===== src/hw/rtl/dstq_pkg.sv =====
package dstq_pkg;

    localparam int SLOTS_DEF = 16;

    typedef enum logic [2:0] {
        K_FIRED   = 3'd0,
        K_DELAY   = 3'd1,
        K_STOPPED = 3'd2,
        K_FULL    = 3'd3,
        K_IDLE    = 3'd4
    } t_kind;

    localparam logic OP_SCHED = 1'b0;
    localparam logic OP_TICK  = 1'b1;

    typedef struct packed {
        logic               opcode;
        logic [63:0]        now_time;
        logic [63:0]        deadline;
        logic [7:0]         work_id;
        logic signed [31:0] work_arg;
    } t_in_word;

    typedef struct packed {
        logic [2:0]         kind;
        logic [7:0]         fired_id;
        logic signed [31:0] fired_arg;
        logic [63:0]        fire_time;
        logic [63:0]        delay;
        logic               last;
    } t_out_word;

    // controller -> datapath commands
    typedef struct packed {
        logic load;      // capture input word
        logic rd_head;   // read entry at head
        logic rd_walk;   // read next of walk cursor
        logic step_walk; // cursor <= read index
        logic ins_head;  // link new entry as head
        logic ins_after; // link new entry after cursor
        logic pop_head;  // drop head
    } t_cmd;

    // datapath -> controller status
    typedef struct packed {
        logic full;
        logic due_now;   // input deadline <= now
        logic empty;
        logic rd_nil;    // read link is nil
        logic rd_le;     // read deadline <= input deadline
        logic rd_due;    // read deadline <= now
    } t_sts;

endpackage


===== src/hw/rtl/dstq_ram.sv =====
module dstq_ram #(
    parameter int WIDTH = 8,
    parameter int DEPTH = 16
) (
    input  logic                     i_clk,
    input  logic                     i_we,
    input  logic [$clog2(DEPTH)-1:0] i_waddr,
    input  logic [WIDTH-1:0]         i_wdata,
    input  logic [$clog2(DEPTH)-1:0] i_raddr,
    output logic [WIDTH-1:0]         o_rdata
);
    logic [WIDTH-1:0] r_mem [DEPTH];
    logic [WIDTH-1:0] r_rdata;

    always_ff @(posedge i_clk) begin
        if (i_we) r_mem[i_waddr] <= i_wdata;
        r_rdata <= r_mem[i_raddr];
    end
    assign o_rdata = r_rdata;
endmodule


===== src/hw/rtl/dstq_dp.sv =====
module dstq_dp
    import dstq_pkg::*;
#(
    parameter int SLOTS = SLOTS_DEF
) (
    input  logic      i_clk,
    input  logic      i_rst_n,
    input  t_in_word  i_word,
    input  t_cmd      i_cmd,
    output t_sts      o_sts,
    output t_in_word  o_cur,
    output logic [63:0] o_rd_dl,
    output logic [7:0]  o_rd_id,
    output logic [31:0] o_rd_arg
);
    localparam int IW = $clog2(SLOTS);
    localparam int LW = IW + 1; // link with nil bit

    t_in_word        r_cur;
    logic [SLOTS-1:0] r_valid;
    logic [LW-1:0]   r_head;
    logic [IW-1:0]   r_walk;   // walk cursor
    logic [IW-1:0]   r_free;   // slot of new entry
    logic [IW-1:0]   r_ridx;   // index of last read
    logic [IW-1:0]   n_free;
    logic            n_full;
    logic [IW-1:0]   raddr;
    logic [LW-1:0]   rd_next;
    logic            we_data, we_link;
    logic [IW-1:0]   link_addr;
    logic [LW-1:0]   link_data;

    // lowest free slot
    always_comb begin
        n_full = 1'b1;
        n_free = '0;
        for (int i = SLOTS - 1; i >= 0; i--) begin
            if (!r_valid[i]) begin
                n_full = 1'b0;
                n_free = IW'(i);
            end
        end
    end

    // read port address
    always_comb begin
        raddr = r_head[IW-1:0];
        if (i_cmd.rd_walk) raddr = rd_next[IW-1:0];
    end

    // link writes: head insert, after-cursor insert
    // after the cursor: successor is the last read entry, or nil at the tail
    always_comb begin
        we_data   = i_cmd.ins_head || i_cmd.ins_after;
        we_link   = we_data;
        link_addr = r_free;
        if (i_cmd.ins_head)
            link_data = r_head;
        else if (r_ridx == r_walk)
            link_data = rd_next;
        else
            link_data = {1'b0, r_ridx};
    end

    dstq_ram #(.WIDTH(64), .DEPTH(SLOTS)) u_dl (
        .i_clk, .i_we(we_data), .i_waddr(r_free), .i_wdata(r_cur.deadline),
        .i_raddr(raddr), .o_rdata(o_rd_dl));
    dstq_ram #(.WIDTH(8), .DEPTH(SLOTS)) u_id (
        .i_clk, .i_we(we_data), .i_waddr(r_free), .i_wdata(r_cur.work_id),
        .i_raddr(raddr), .o_rdata(o_rd_id));
    dstq_ram #(.WIDTH(32), .DEPTH(SLOTS)) u_arg (
        .i_clk, .i_we(we_data), .i_waddr(r_free), .i_wdata(r_cur.work_arg),
        .i_raddr(raddr), .o_rdata(o_rd_arg));

    // next links: small and written at two addresses, kept in flops
    logic [LW-1:0] r_next [SLOTS];
    always_ff @(posedge i_clk) begin
        if (we_link) r_next[link_addr] <= link_data;
        if (i_cmd.ins_after) r_next[r_walk] <= {1'b0, r_free};
    end
    assign rd_next = r_next[r_ridx];

    always_ff @(posedge i_clk) begin
        if (!i_rst_n) begin
            r_valid <= '0;
            r_head  <= LW'(SLOTS);
        end else begin
            if (we_data) r_valid[r_free] <= 1'b1;
            if (i_cmd.ins_head) r_head <= {1'b0, r_free};
            if (i_cmd.pop_head) begin
                r_valid[r_head[IW-1:0]] <= 1'b0;
                r_head <= r_next[r_head[IW-1:0]];
            end
        end
        if (i_cmd.load) begin
            r_cur  <= i_word;
            r_free <= n_free;
        end
        if (i_cmd.rd_head || i_cmd.rd_walk) r_ridx <= raddr;
        if (i_cmd.rd_head) r_walk <= r_head[IW-1:0];
        if (i_cmd.step_walk) r_walk <= r_ridx;
    end

    assign o_sts.full    = n_full;
    assign o_sts.due_now = r_cur.deadline <= r_cur.now_time;
    assign o_sts.empty   = r_head >= LW'(SLOTS);
    assign o_sts.rd_nil  = rd_next >= LW'(SLOTS);
    assign o_sts.rd_le   = o_rd_dl <= r_cur.deadline;
    assign o_sts.rd_due  = o_rd_dl <= r_cur.now_time;
    assign o_cur = r_cur;
endmodule


===== src/hw/rtl/dstq_ctrl.sv =====
module dstq_ctrl
    import dstq_pkg::*;
(
    input  logic        i_clk,
    input  logic        i_rst_n,
    input  logic        i_valid,
    output logic        o_ready,
    output logic        o_valid,
    input  logic        i_ready,
    output t_out_word   o_word,
    output t_cmd        o_cmd,
    input  t_sts        i_sts,
    input  t_in_word    i_cur,
    input  logic [63:0] i_rd_dl,
    input  logic [7:0]  i_rd_id,
    input  logic [31:0] i_rd_arg
);
    typedef enum logic [2:0] {
        S_IDLE, S_DECODE, S_HREAD, S_HCHK, S_WALK, S_WCHK, S_OUT, S_STOP
    } t_state;

    t_state    r_state, n_state;
    t_out_word r_word, n_word;
    logic      r_valid, n_valid;
    logic      r_tick, n_tick;    // item is a tick
    logic      r_fired, n_fired;  // tick fired at least one
    logic      r_ret, n_ret;      // back to HREAD after output

    // next-state and command logic
    always_comb begin
        n_state = r_state;
        n_word  = r_word;
        n_valid = r_valid;
        n_tick  = r_tick;
        n_fired = r_fired;
        n_ret   = r_ret;
        o_cmd   = '0;
        if (r_valid && i_ready) n_valid = 1'b0;
        unique case (r_state)
            S_IDLE: begin
                if (i_valid && !r_valid) begin
                    o_cmd.load = 1'b1;
                    n_state    = S_DECODE;
                end
            end
            S_DECODE: begin
                n_word  = '0;
                n_word.last = 1'b1;
                n_tick  = i_cur.opcode == OP_TICK;
                n_fired = 1'b0;
                n_ret   = 1'b0;
                if (i_cur.opcode == OP_TICK) begin
                    if (i_sts.empty) begin
                        n_word.kind = K_IDLE;
                        n_state     = S_OUT;
                    end else begin
                        o_cmd.rd_head = 1'b1;
                        n_state       = S_HREAD;
                    end
                end else if (i_sts.full) begin
                    n_word.kind = K_FULL;
                    n_state     = S_OUT;
                end else if (i_sts.due_now) begin
                    n_word.kind      = K_FIRED;
                    n_word.fired_id  = i_cur.work_id;
                    n_word.fired_arg = i_cur.work_arg;
                    n_word.fire_time = i_cur.now_time;
                    n_state          = S_OUT;
                end else if (i_sts.empty) begin
                    o_cmd.ins_head = 1'b1;
                    n_word.kind    = K_DELAY;
                    n_word.delay   = i_cur.deadline - i_cur.now_time;
                    n_state        = S_OUT;
                end else begin
                    o_cmd.rd_head = 1'b1;
                    n_state       = S_HREAD;
                end
            end
            S_HREAD: begin
                // registered read; also wait until the previous word is taken
                if (!r_valid || i_ready) n_state = S_HCHK;
            end
            S_HCHK: begin
                n_word = '0;
                if (r_tick) begin
                    if (i_sts.rd_due) begin
                        o_cmd.pop_head   = 1'b1;
                        n_word.kind      = K_FIRED;
                        n_word.fired_id  = i_rd_id;
                        n_word.fired_arg = i_rd_arg;
                        n_word.fire_time = i_cur.now_time;
                        n_fired          = 1'b1;
                        n_ret            = !i_sts.rd_nil;
                        n_state          = S_OUT;
                        if (i_sts.rd_nil) n_ret = 1'b0;
                    end else begin
                        n_word.last  = 1'b1;
                        n_word.kind  = r_fired ? K_DELAY : K_IDLE;
                        n_word.delay = r_fired ? i_rd_dl - i_cur.now_time : '0;
                        n_ret        = 1'b0;
                        n_state      = S_OUT;
                    end
                end else if (!i_sts.rd_le) begin
                    o_cmd.ins_head = 1'b1;
                    n_word.last    = 1'b1;
                    n_word.kind    = K_DELAY;
                    n_word.delay   = i_cur.deadline - i_cur.now_time;
                    n_state        = S_OUT;
                end else begin
                    n_state = S_WCHK;
                end
            end
            S_WCHK: begin
                // cursor entry data valid; decide on its successor
                n_word = '0;
                if (i_sts.rd_nil) begin
                    o_cmd.ins_after = 1'b1;
                    n_word.last     = 1'b1;
                    n_word.kind     = K_IDLE;
                    n_state         = S_OUT;
                end else begin
                    o_cmd.rd_walk = 1'b1;
                    n_state       = S_WALK;
                end
            end
            S_WALK: begin
                n_word = '0;
                if (i_sts.rd_le) begin
                    o_cmd.step_walk = 1'b1;
                    n_state         = S_WCHK;
                end else begin
                    // successor is later: link between cursor and successor
                    o_cmd.ins_after = 1'b1;
                    n_word.last     = 1'b1;
                    n_word.kind     = K_IDLE;
                    n_state         = S_OUT;
                end
            end
            S_OUT: begin
                // word is staged with no earlier word pending
                n_valid = 1'b1;
                if (r_ret) begin
                    o_cmd.rd_head = 1'b1;
                    n_state       = S_HREAD;
                end else if (!r_word.last) begin
                    n_state = S_STOP;
                end else begin
                    n_state = S_IDLE;
                end
            end
            S_STOP: begin
                // list emptied after a firing; follow up once the firing is taken
                if (!r_valid || i_ready) begin
                    n_word      = '0;
                    n_word.kind = K_STOPPED;
                    n_word.last = 1'b1;
                    n_fired     = 1'b0;
                    n_state     = S_OUT;
                end
            end
            default: n_state = S_IDLE;
        endcase
    end

    always_ff @(posedge i_clk) begin
        if (!i_rst_n) begin
            r_state <= S_IDLE;
            r_valid <= 1'b0;
            r_tick  <= 1'b0;
            r_fired <= 1'b0;
            r_ret   <= 1'b0;
        end else begin
            r_state <= n_state;
            r_valid <= n_valid;
            r_tick  <= n_tick;
            r_fired <= n_fired;
            r_ret   <= n_ret;
        end
        if (r_state != S_OUT || !r_valid || i_ready) r_word <= n_word;
    end

    assign o_ready = (r_state == S_IDLE) && !r_valid;
    assign o_valid = r_valid;
    assign o_word  = r_word;
endmodule


===== src/hw/rtl/deadline_sorted_timer_queue.sv =====
// Schedule walks the sorted list from the head, one entry at a time, to find the
// new entry's place; a tick fires due entries from the head, one word per entry.
// One item at a time: the next item is taken once the last result word has
// left, so the length of the list walk sets the pace.
// Reset: synchronous active low; empties the list, slot RAMs keep contents.
module deadline_sorted_timer_queue
    import dstq_pkg::*;
#(
    parameter int SLOTS = SLOTS_DEF
) (
    input  logic      i_clk,
    input  logic      i_rst_n,
    input  logic      i_valid,
    output logic      o_ready,
    input  t_in_word  i_word,
    output logic      o_valid,
    input  logic      i_ready,
    output t_out_word o_word
);
    t_cmd        cmd;
    t_sts        sts;
    t_in_word    cur;
    logic [63:0] rd_dl;
    logic [7:0]  rd_id;
    logic [31:0] rd_arg;

    dstq_ctrl u_ctrl (
        .i_clk, .i_rst_n, .i_valid, .o_ready, .o_valid, .i_ready, .o_word,
        .o_cmd(cmd), .i_sts(sts), .i_cur(cur),
        .i_rd_dl(rd_dl), .i_rd_id(rd_id), .i_rd_arg(rd_arg));

    dstq_dp #(.SLOTS(SLOTS)) u_dp (
        .i_clk, .i_rst_n, .i_word, .i_cmd(cmd), .o_sts(sts), .o_cur(cur),
        .o_rd_dl(rd_dl), .o_rd_id(rd_id), .o_rd_arg(rd_arg));
endmodule


===== config.mk =====
export PLATFORM = sky130hd
export DESIGN_NAME = deadline_sorted_timer_queue
export DESIGN_NICKNAME = d
export VERILOG_FILES = /design/src/hw/rtl/dstq_pkg.sv /design/src/hw/rtl/dstq_ram.sv /design/src/hw/rtl/dstq_dp.sv /design/src/hw/rtl/dstq_ctrl.sv /design/src/hw/rtl/deadline_sorted_timer_queue.sv
export SDC_FILE = /design/constraint.sdc
export NUM_CORES = 2
export LEC_CHECK = 0
export BUFFER_PORTS_ARGS = -buffer_cell sky130_fd_sc_hd__buf_4
export CORE_MARGIN = 5
export CORE_UTILIZATION = 35
export DETAILED_ROUTE_END_ITERATION = 7
export PLACE_DENSITY = 0.52
export SLEW_MARGIN = 20
export SYNTH_ARGS = -nofsm -noshare
export SYNTH_HDL_FRONTEND = slang
export SYNTH_SLANG_ARGS = --single-unit
export TNS_END_PERCENT = 1

===== constraint.sdc =====
create_clock -name i_clk -period 9.5 [get_ports i_clk]
set_clock_uncertainty 0.1 [all_clocks]
set_input_delay 1.425 -clock i_clk [delete_from_list [all_inputs] [get_ports i_clk]]
set_output_delay 1.425 -clock i_clk [all_outputs]
set_load 0.03 [all_outputs]

=== Word level (Yosys, flattened, before mapping) ===
Memory sizes are Yosys's and may differ from the RTL's. A register that Yosys moved wholly into a read port is not among the register bits.
Cells that the tools add are included.

* Register bits after elaboration: 381
* Bits in latches: 0
* Bits in writable memories: 1744
* Memory bits (read-only): 0
* Input bits: 173
* Output and inout bits: 174
* Word-level logic and storage cells: 205
* Memories: 4

* $add $sub $neg: 2
* Multipliers: 0
* Divide/modulo/power cells: 0
* Order comparisons: 9
* Eq/ne operators: 14
* Shift-type cells: 0
* Muxes and demuxes: 123
* Bitwise gates (word level): 3
* Reduce and logical (&&, ||, !) cells: 26

{| class="wikitable"
|+ Memories
! memory !! depth !! width !! rd ports !! clocked after memory_dff !! wr ports !! line !! RTL
|-
| u_dp.u_dl.r_mem || 16 || 64 || 1 || 1 || 1 || dstq_ram.sv:12 || <nowiki>logic [WIDTH-1:0] r_mem [DEPTH];</nowiki>
|-
| u_dp.u_arg.r_mem || 16 || 32 || 1 || 1 || 1 || dstq_ram.sv:12 ||
|-
| u_dp.u_id.r_mem || 16 || 8 || 1 || 1 || 1 || dstq_ram.sv:12 ||
|-
| u_dp.r_next || 16 || 5 || 2 || 2 || 2 || dstq_dp.sv:76 || <nowiki>logic [LW-1:0] r_next [SLOTS];</nowiki>
|}

{| class="wikitable"
|+ Operator list
! kind !! number
|-
| $pmux W172 S5 || 1
|-
| $mux W168 || 2
|-
| $mux W104 || 3
|-
| $mux W65 || 3
|-
| $le A64 B64 Y1 || 3
|-
| $mux W64 || 3
|-
| $mux W172 || 1
|-
| $sub A64 B64 Y64 || 2
|-
| $mux W3 || 22
|-
| $mux W4 || 14
|-
| $mux W1 || 54
|-
| $mux W16 || 3
|-
| $pmux W3 S8 || 1
|-
| $mux W5 || 4
|-
| $and A16 B16 Y16 || 1
|-
| $not A16 Y16 || 1
|-
| $or A16 B16 Y16 || 1
|-
| $eq A3 B3 Y1 const B || 4
|-
| $ge A5 B5 Y1 const B || 2
|-
| $lt A4 B5 Y1 const B || 2
|-
| $mux W2 || 5
|-
| $demux W1 S4 || 2
|-
| $ge A4 B1 Y1 const B || 2
|-
| $ne A2 B1 Y1 const B || 4
|-
| other kinds (18) || 37
|}

=== Longest topological paths before layout ===
* Depth after elaboration: 24
* Depth in mapped cells: 18
* Mapped depth without buffers: 17

=== By module ===
A second synthesis with hierarchy kept.

* Cell total of the unflattened synthesis: 5773
* Area, all modules: 95302.7 um^2

{| class="wikitable"
|+ Modules (own cells, without submodules)
! module !! times used !! cells an instance !! area each (um^2) !! sequential area each (um^2)
|-
| dstq_ram (u_dp.u_dl) || 1 || 1647 || 39581.7 || 32030.7
|-
| dstq_ram (u_dp.u_arg) || 1 || 838 || 19835.3 || 16015.4
|-
| dstq_dp || 1 || 1372 || 16075.4 || 8257.9
|-
| dstq_ctrl || 1 || 1687 || 14662.8 || 5305.1
|-
| dstq_ram (u_dp.u_id) || 1 || 229 || 5147.4 || 4003.8
|}

=== Worst setup path before layout ===
No wires, ideal clock.

* Kind: reg-to-reg
* Start point: register u_dp.r_cur (netlist bit u_dp.o_cur[101])
* End point: memory u_dp.r_next[8][0] (netlist bit), enable pin
* Arrival time: 8.124 ns
* Slack: 0.959 ns
* Cell stages (with the launch flop): 14
* Buffers on the path: 1
* Clock period less this slack: 8.541 ns
* Path through: edfxtp_1 -> inv_1 -> ha_1 -> nand4_2 -> nor4_2 -> nand2_2 -> or4b_4 -> a41oi_2 -> nor4_2 -> o31ai_4 -> o31ai_2 -> buf_2 -> nor2_1 -> or2_2

{| class="wikitable"
|+ RTL lines
! what !! line !! RTL
|-
| start: declaration || dstq_dp.sv:19 || <nowiki>t_in_word r_cur;</nowiki>
|-
| start signal: assignment || dstq_dp.sv:96 || <nowiki>r_cur <= i_word;</nowiki>
|-
| end: declaration || dstq_dp.sv:76 ||
|}

=== Worst setup path after layout ===
* Start point: register u_dp.r_cur (netlist bit u_dp.o_cur[100])
* End point: memory u_dp.u_dl.r_mem[1][42], enable pin

* Cells in the longest elaborated chain, start to end: 8
* Elaborated cells between the ends (all ways): 12
* Classes of those cells: order compare: 2; mux: 9; reduce/logical: 1

{| class="wikitable"
|+ Ends and longest elaborated chain
! what !! line !! RTL
|-
| $le A64 B64 Y1 || dstq_dp.sv:105 || <nowiki>assign o_sts.due_now = r_cur.deadline <= r_cur.now_time;</nowiki>
|-
| $mux W1 || dstq_ctrl.sv:63 || <nowiki>end else if (i_sts.due_now) begin</nowiki>
|-
| $mux W1 || dstq_ctrl.sv:60 || <nowiki>end else if (i_sts.full) begin</nowiki>
|-
| $mux W1 || dstq_ctrl.sv:52 || <nowiki>if (i_cur.opcode == OP_TICK) begin</nowiki>
|-
| $pmux W1 S2 || dstq_ctrl.sv:39 || <nowiki>unique case (r_state)</nowiki>
|-
| $logic_or A1 B1 Y1 * || dstq_dp.sv:54 || <nowiki>we_data = i_cmd.ins_head || i_cmd.ins_after;</nowiki>
|-
| $mux W1 * || dstq_ram.sv:16 || <nowiki>if (i_we) r_mem[i_waddr] <= i_wdata;</nowiki>
|-
| $mux W1 (not written as such) * || dstq_ram.sv:16 ||
|-
| end: declaration || dstq_ram.sv:12 ||
|}

Every way passes the cells marked *; elsewhere a longest branch is shown, timed or not.

==> metrics <==
routed vias about 63000; RSZ-0062 raised after global routing no; share of cells above drive strength 1 between 10% and 20%; CTS clk-pin slew, worst paths around 0.06 ns; die height about 530 um; Root Buffer clkbuf_16; final cell count without fillers 11610; Pwr Total around 0.032 W; hold crit path type reg -> reg; worst skew pair latency 0.92 ns; Resized Gates After CTS 0; CTS tree built; largest net degree at the start of global routing around 220; Fin Hold WS between 0.3 and 0.4 ns; die width between 500 and 600 um; CP Capture Type flip-flop; Setup crit start kind flip-flop; DR pass1 iterations 7; cell row count between 150 and 200; Avg Cell Area, Syn between 10 and 15 um^2; status completed; Hold Fails Final Rpt 0; hold bufs inserted after CTS 0; dominant cell type by area after synthesis edfxtp_1; Worst VDD drop roughly 0.00026 V; Num CTS Buffers between 200 and 250; Synth top area share between 60% and 70%; drt drc 0; # fillers between 20000 and 30000; H-tree Lvls 4; Final Max Slew Viols 0; Post-Synthesis Cells 7593; P_leak roughly 39 nW; max-cap violation count 0; Final Net Count 8198; fin crit period ~6.7 ns; initial antenna violation count 20; vias in the first global route between 60000 and 70000; total global-route track usage just under 20%; syn nets between 7000 and 8000; sequential fraction of the synthesis area between 60% and 70%; post-DP HPWL 173400 um; Iter 0 DRT Violations just over 6000; cell area after synthesis approximately 95000 um^2; Finish-stage setup viols 0; slew margin rel. between 10% and 20%; setup bufs post-CTS 0; count of state elements after synthesis 2237; predominant post-synthesis flop cell edfxtp_1; Buffers on Ports 346; most frequent cells in the layout edfxtp_1, nand2_1, nand3_1, buf_4, clkbuf_16; GP Congestion just over 0.9; wire per inst roughly 25 um; placed cell count 11150; Syn. warnings 0; Via density around 5.5; drt total wl approximately 300000 um; cell area after layout ~110000 um^2; dominant cells by area after synthesis edfxtp_1, nand2_1, nand3_1; commonest non-fill, non-tap cell in the layout edfxtp_1; die area between 200000 and 300000 um^2; GRT Residual Overflow 0; Top-Level Pins approximately 350; final setup TNS 0 ns; Initial Utilization a little over a third; period utilization 70.42%; number of synthesized flops with an enable pin ~2100; worst-path fanout max 63; placed cell areas 101500 um^2; Slew @ Worst Pin roughly 1.3 ns; post-synthesis async set-or-reset flop share 0%; area delta synth->final 14.89%; CP Class reg -> reg; Routed Antenna Nets 0; Critical Path AT around 7.1 ns; core box area ~270000 um^2; Critical Path RT between 9 and 10 ns; first-pass GRT wire length ~420000 um; clock buffer depth 4; clock net sink count about 2200; Pwr Density a little under 300 nW/um^2; Netlist cell types 100; fmax ~0.15 GHz
==> critical path: stages (launching register included) <==
cell	delay [ns]
edfxtp_1	0.77
inv_1	0.12
ha_1	0.32
nand4_2	0.15
nor4_2	0.95
nand2_2	0.20
or4b_4	0.66
a41oi_2	0.30
nor4_4	0.14
o31ai_4	0.70
nor3_4	0.14
nor3_4	0.27
nand2_1	0.20
inv_6	0.63
buf_12	0.46
==> metal layers <==
| metal | GRT usage, % | wire [um] |
|---|---|---|
| met1 | 29.62 | 135600 |
| met3 | 3.105 | 20630 |
| met4 | 4.731 | 6925 |
| met2 | 30.19 | 129200 |
| met5 | 0 | 31 |
==> layout make-up <==
type	instances	area [um^2]	area share [%]
multi-input combinational	4706	26960	24.66
clock inverter	99	962.2	0.8801
clock buffer	349	6865	6.280
timing repair buffer	452	3694	3.379
antenna	3	7.507	0.006867
tap	3570	4467	4.086
sequential	2237	65610	60.02
inverter	189	754.5	0.6902
==> path summary, 6_finish.rpt <==
kind / startpoint / endpoint / slack [ns] / cells after the start
setup reg to reg: u_dp.o_cur[100] / u_dp.u_dl.r_mem[1][42] / 2.81 / 14
hold / removal: u_dp.r_next[8][4] / u_dp.r_next[8][4] / 0.40 / 2
hold reg to reg: u_dp.r_next[8][4] / u_dp.r_next[8][4] / 0.40 / 2
setup / recovery: u_dp.o_cur[100] / u_dp.u_dl.r_mem[1][42] / 2.81 / 14
==> cells by family after synthesis <==
| family | share of synthesized area (%) |
|---|---|
| AOI/OAI and AO/OA | 7.991 |
| xor gates and xnor gates | 1.114 |
| adders and majority gates | 2.567 |
| buffers and inverters | 2.921 |
| DFF | 68.96 |
| muxes | 1.487 |
| and+or+nand+nor | 14.96 |
==> cell usage after synthesis (67+ instances only) <==
library cell / count
edfxtp_1: 2081
nand2_1: 1857
nand3_1: 858
clkbuf_1: 258
a311oi_1: 210
ha_1: 192
a21oi_1: 188
nor2_1: 182
inv_1: 181
buf_2: 160
dfxtp_1: 156
a31oi_1: 135
o21ai_0: 127
and3_1: 117
a21o_1: 85
xnor2_1: 67
==> where the power goes <==
part	internal, W	total, W	leakage, nW	switching [W]
Clock	0.00543	0.00931	3.81	0.00388
Combinational	0.00290	0.00906	14.7	0.00617
Sequential	0.0125	0.0136	20.3	0.00107
Total	0.0209	0.0320	38.8	0.0111
==> registers in the layout (all words and copies together) (netlist names), named ones only <==
name	flops
u_ctrl.o_word	172
u_ctrl.r_fired	1
u_dp.r_head	5
u_dp.r_ridx	4
u_dp.r_next	80
u_dp.u_dl.o_rdata	64
u_ctrl.o_valid	1
u_ctrl.r_tick	1
u_dp.o_cur	169
u_ctrl.r_ret	1
u_dp.r_valid	16
u_dp.u_arg.r_mem	512
u_dp.u_id.o_rdata	8
u_dp.u_id.r_mem	128
u_dp.u_dl.r_mem	1024
u_ctrl.r_state	3
u_dp.r_walk	4
u_dp.link_addr	4
u_dp.u_arg.o_rdata	32
==> per-stage QoR <==
step	util [%]	setup slack [ns]
2_1_floorplan	-	0.9595
3_3_place_gp	37.48	2.905
3_5_place_dp	37.48	2.813
4_1_cts	40.37	2.804
5_1_grt	40.37	2.673
6_report	40.37	2.810
No activity file was read; power rests on OpenSTA's default activity.
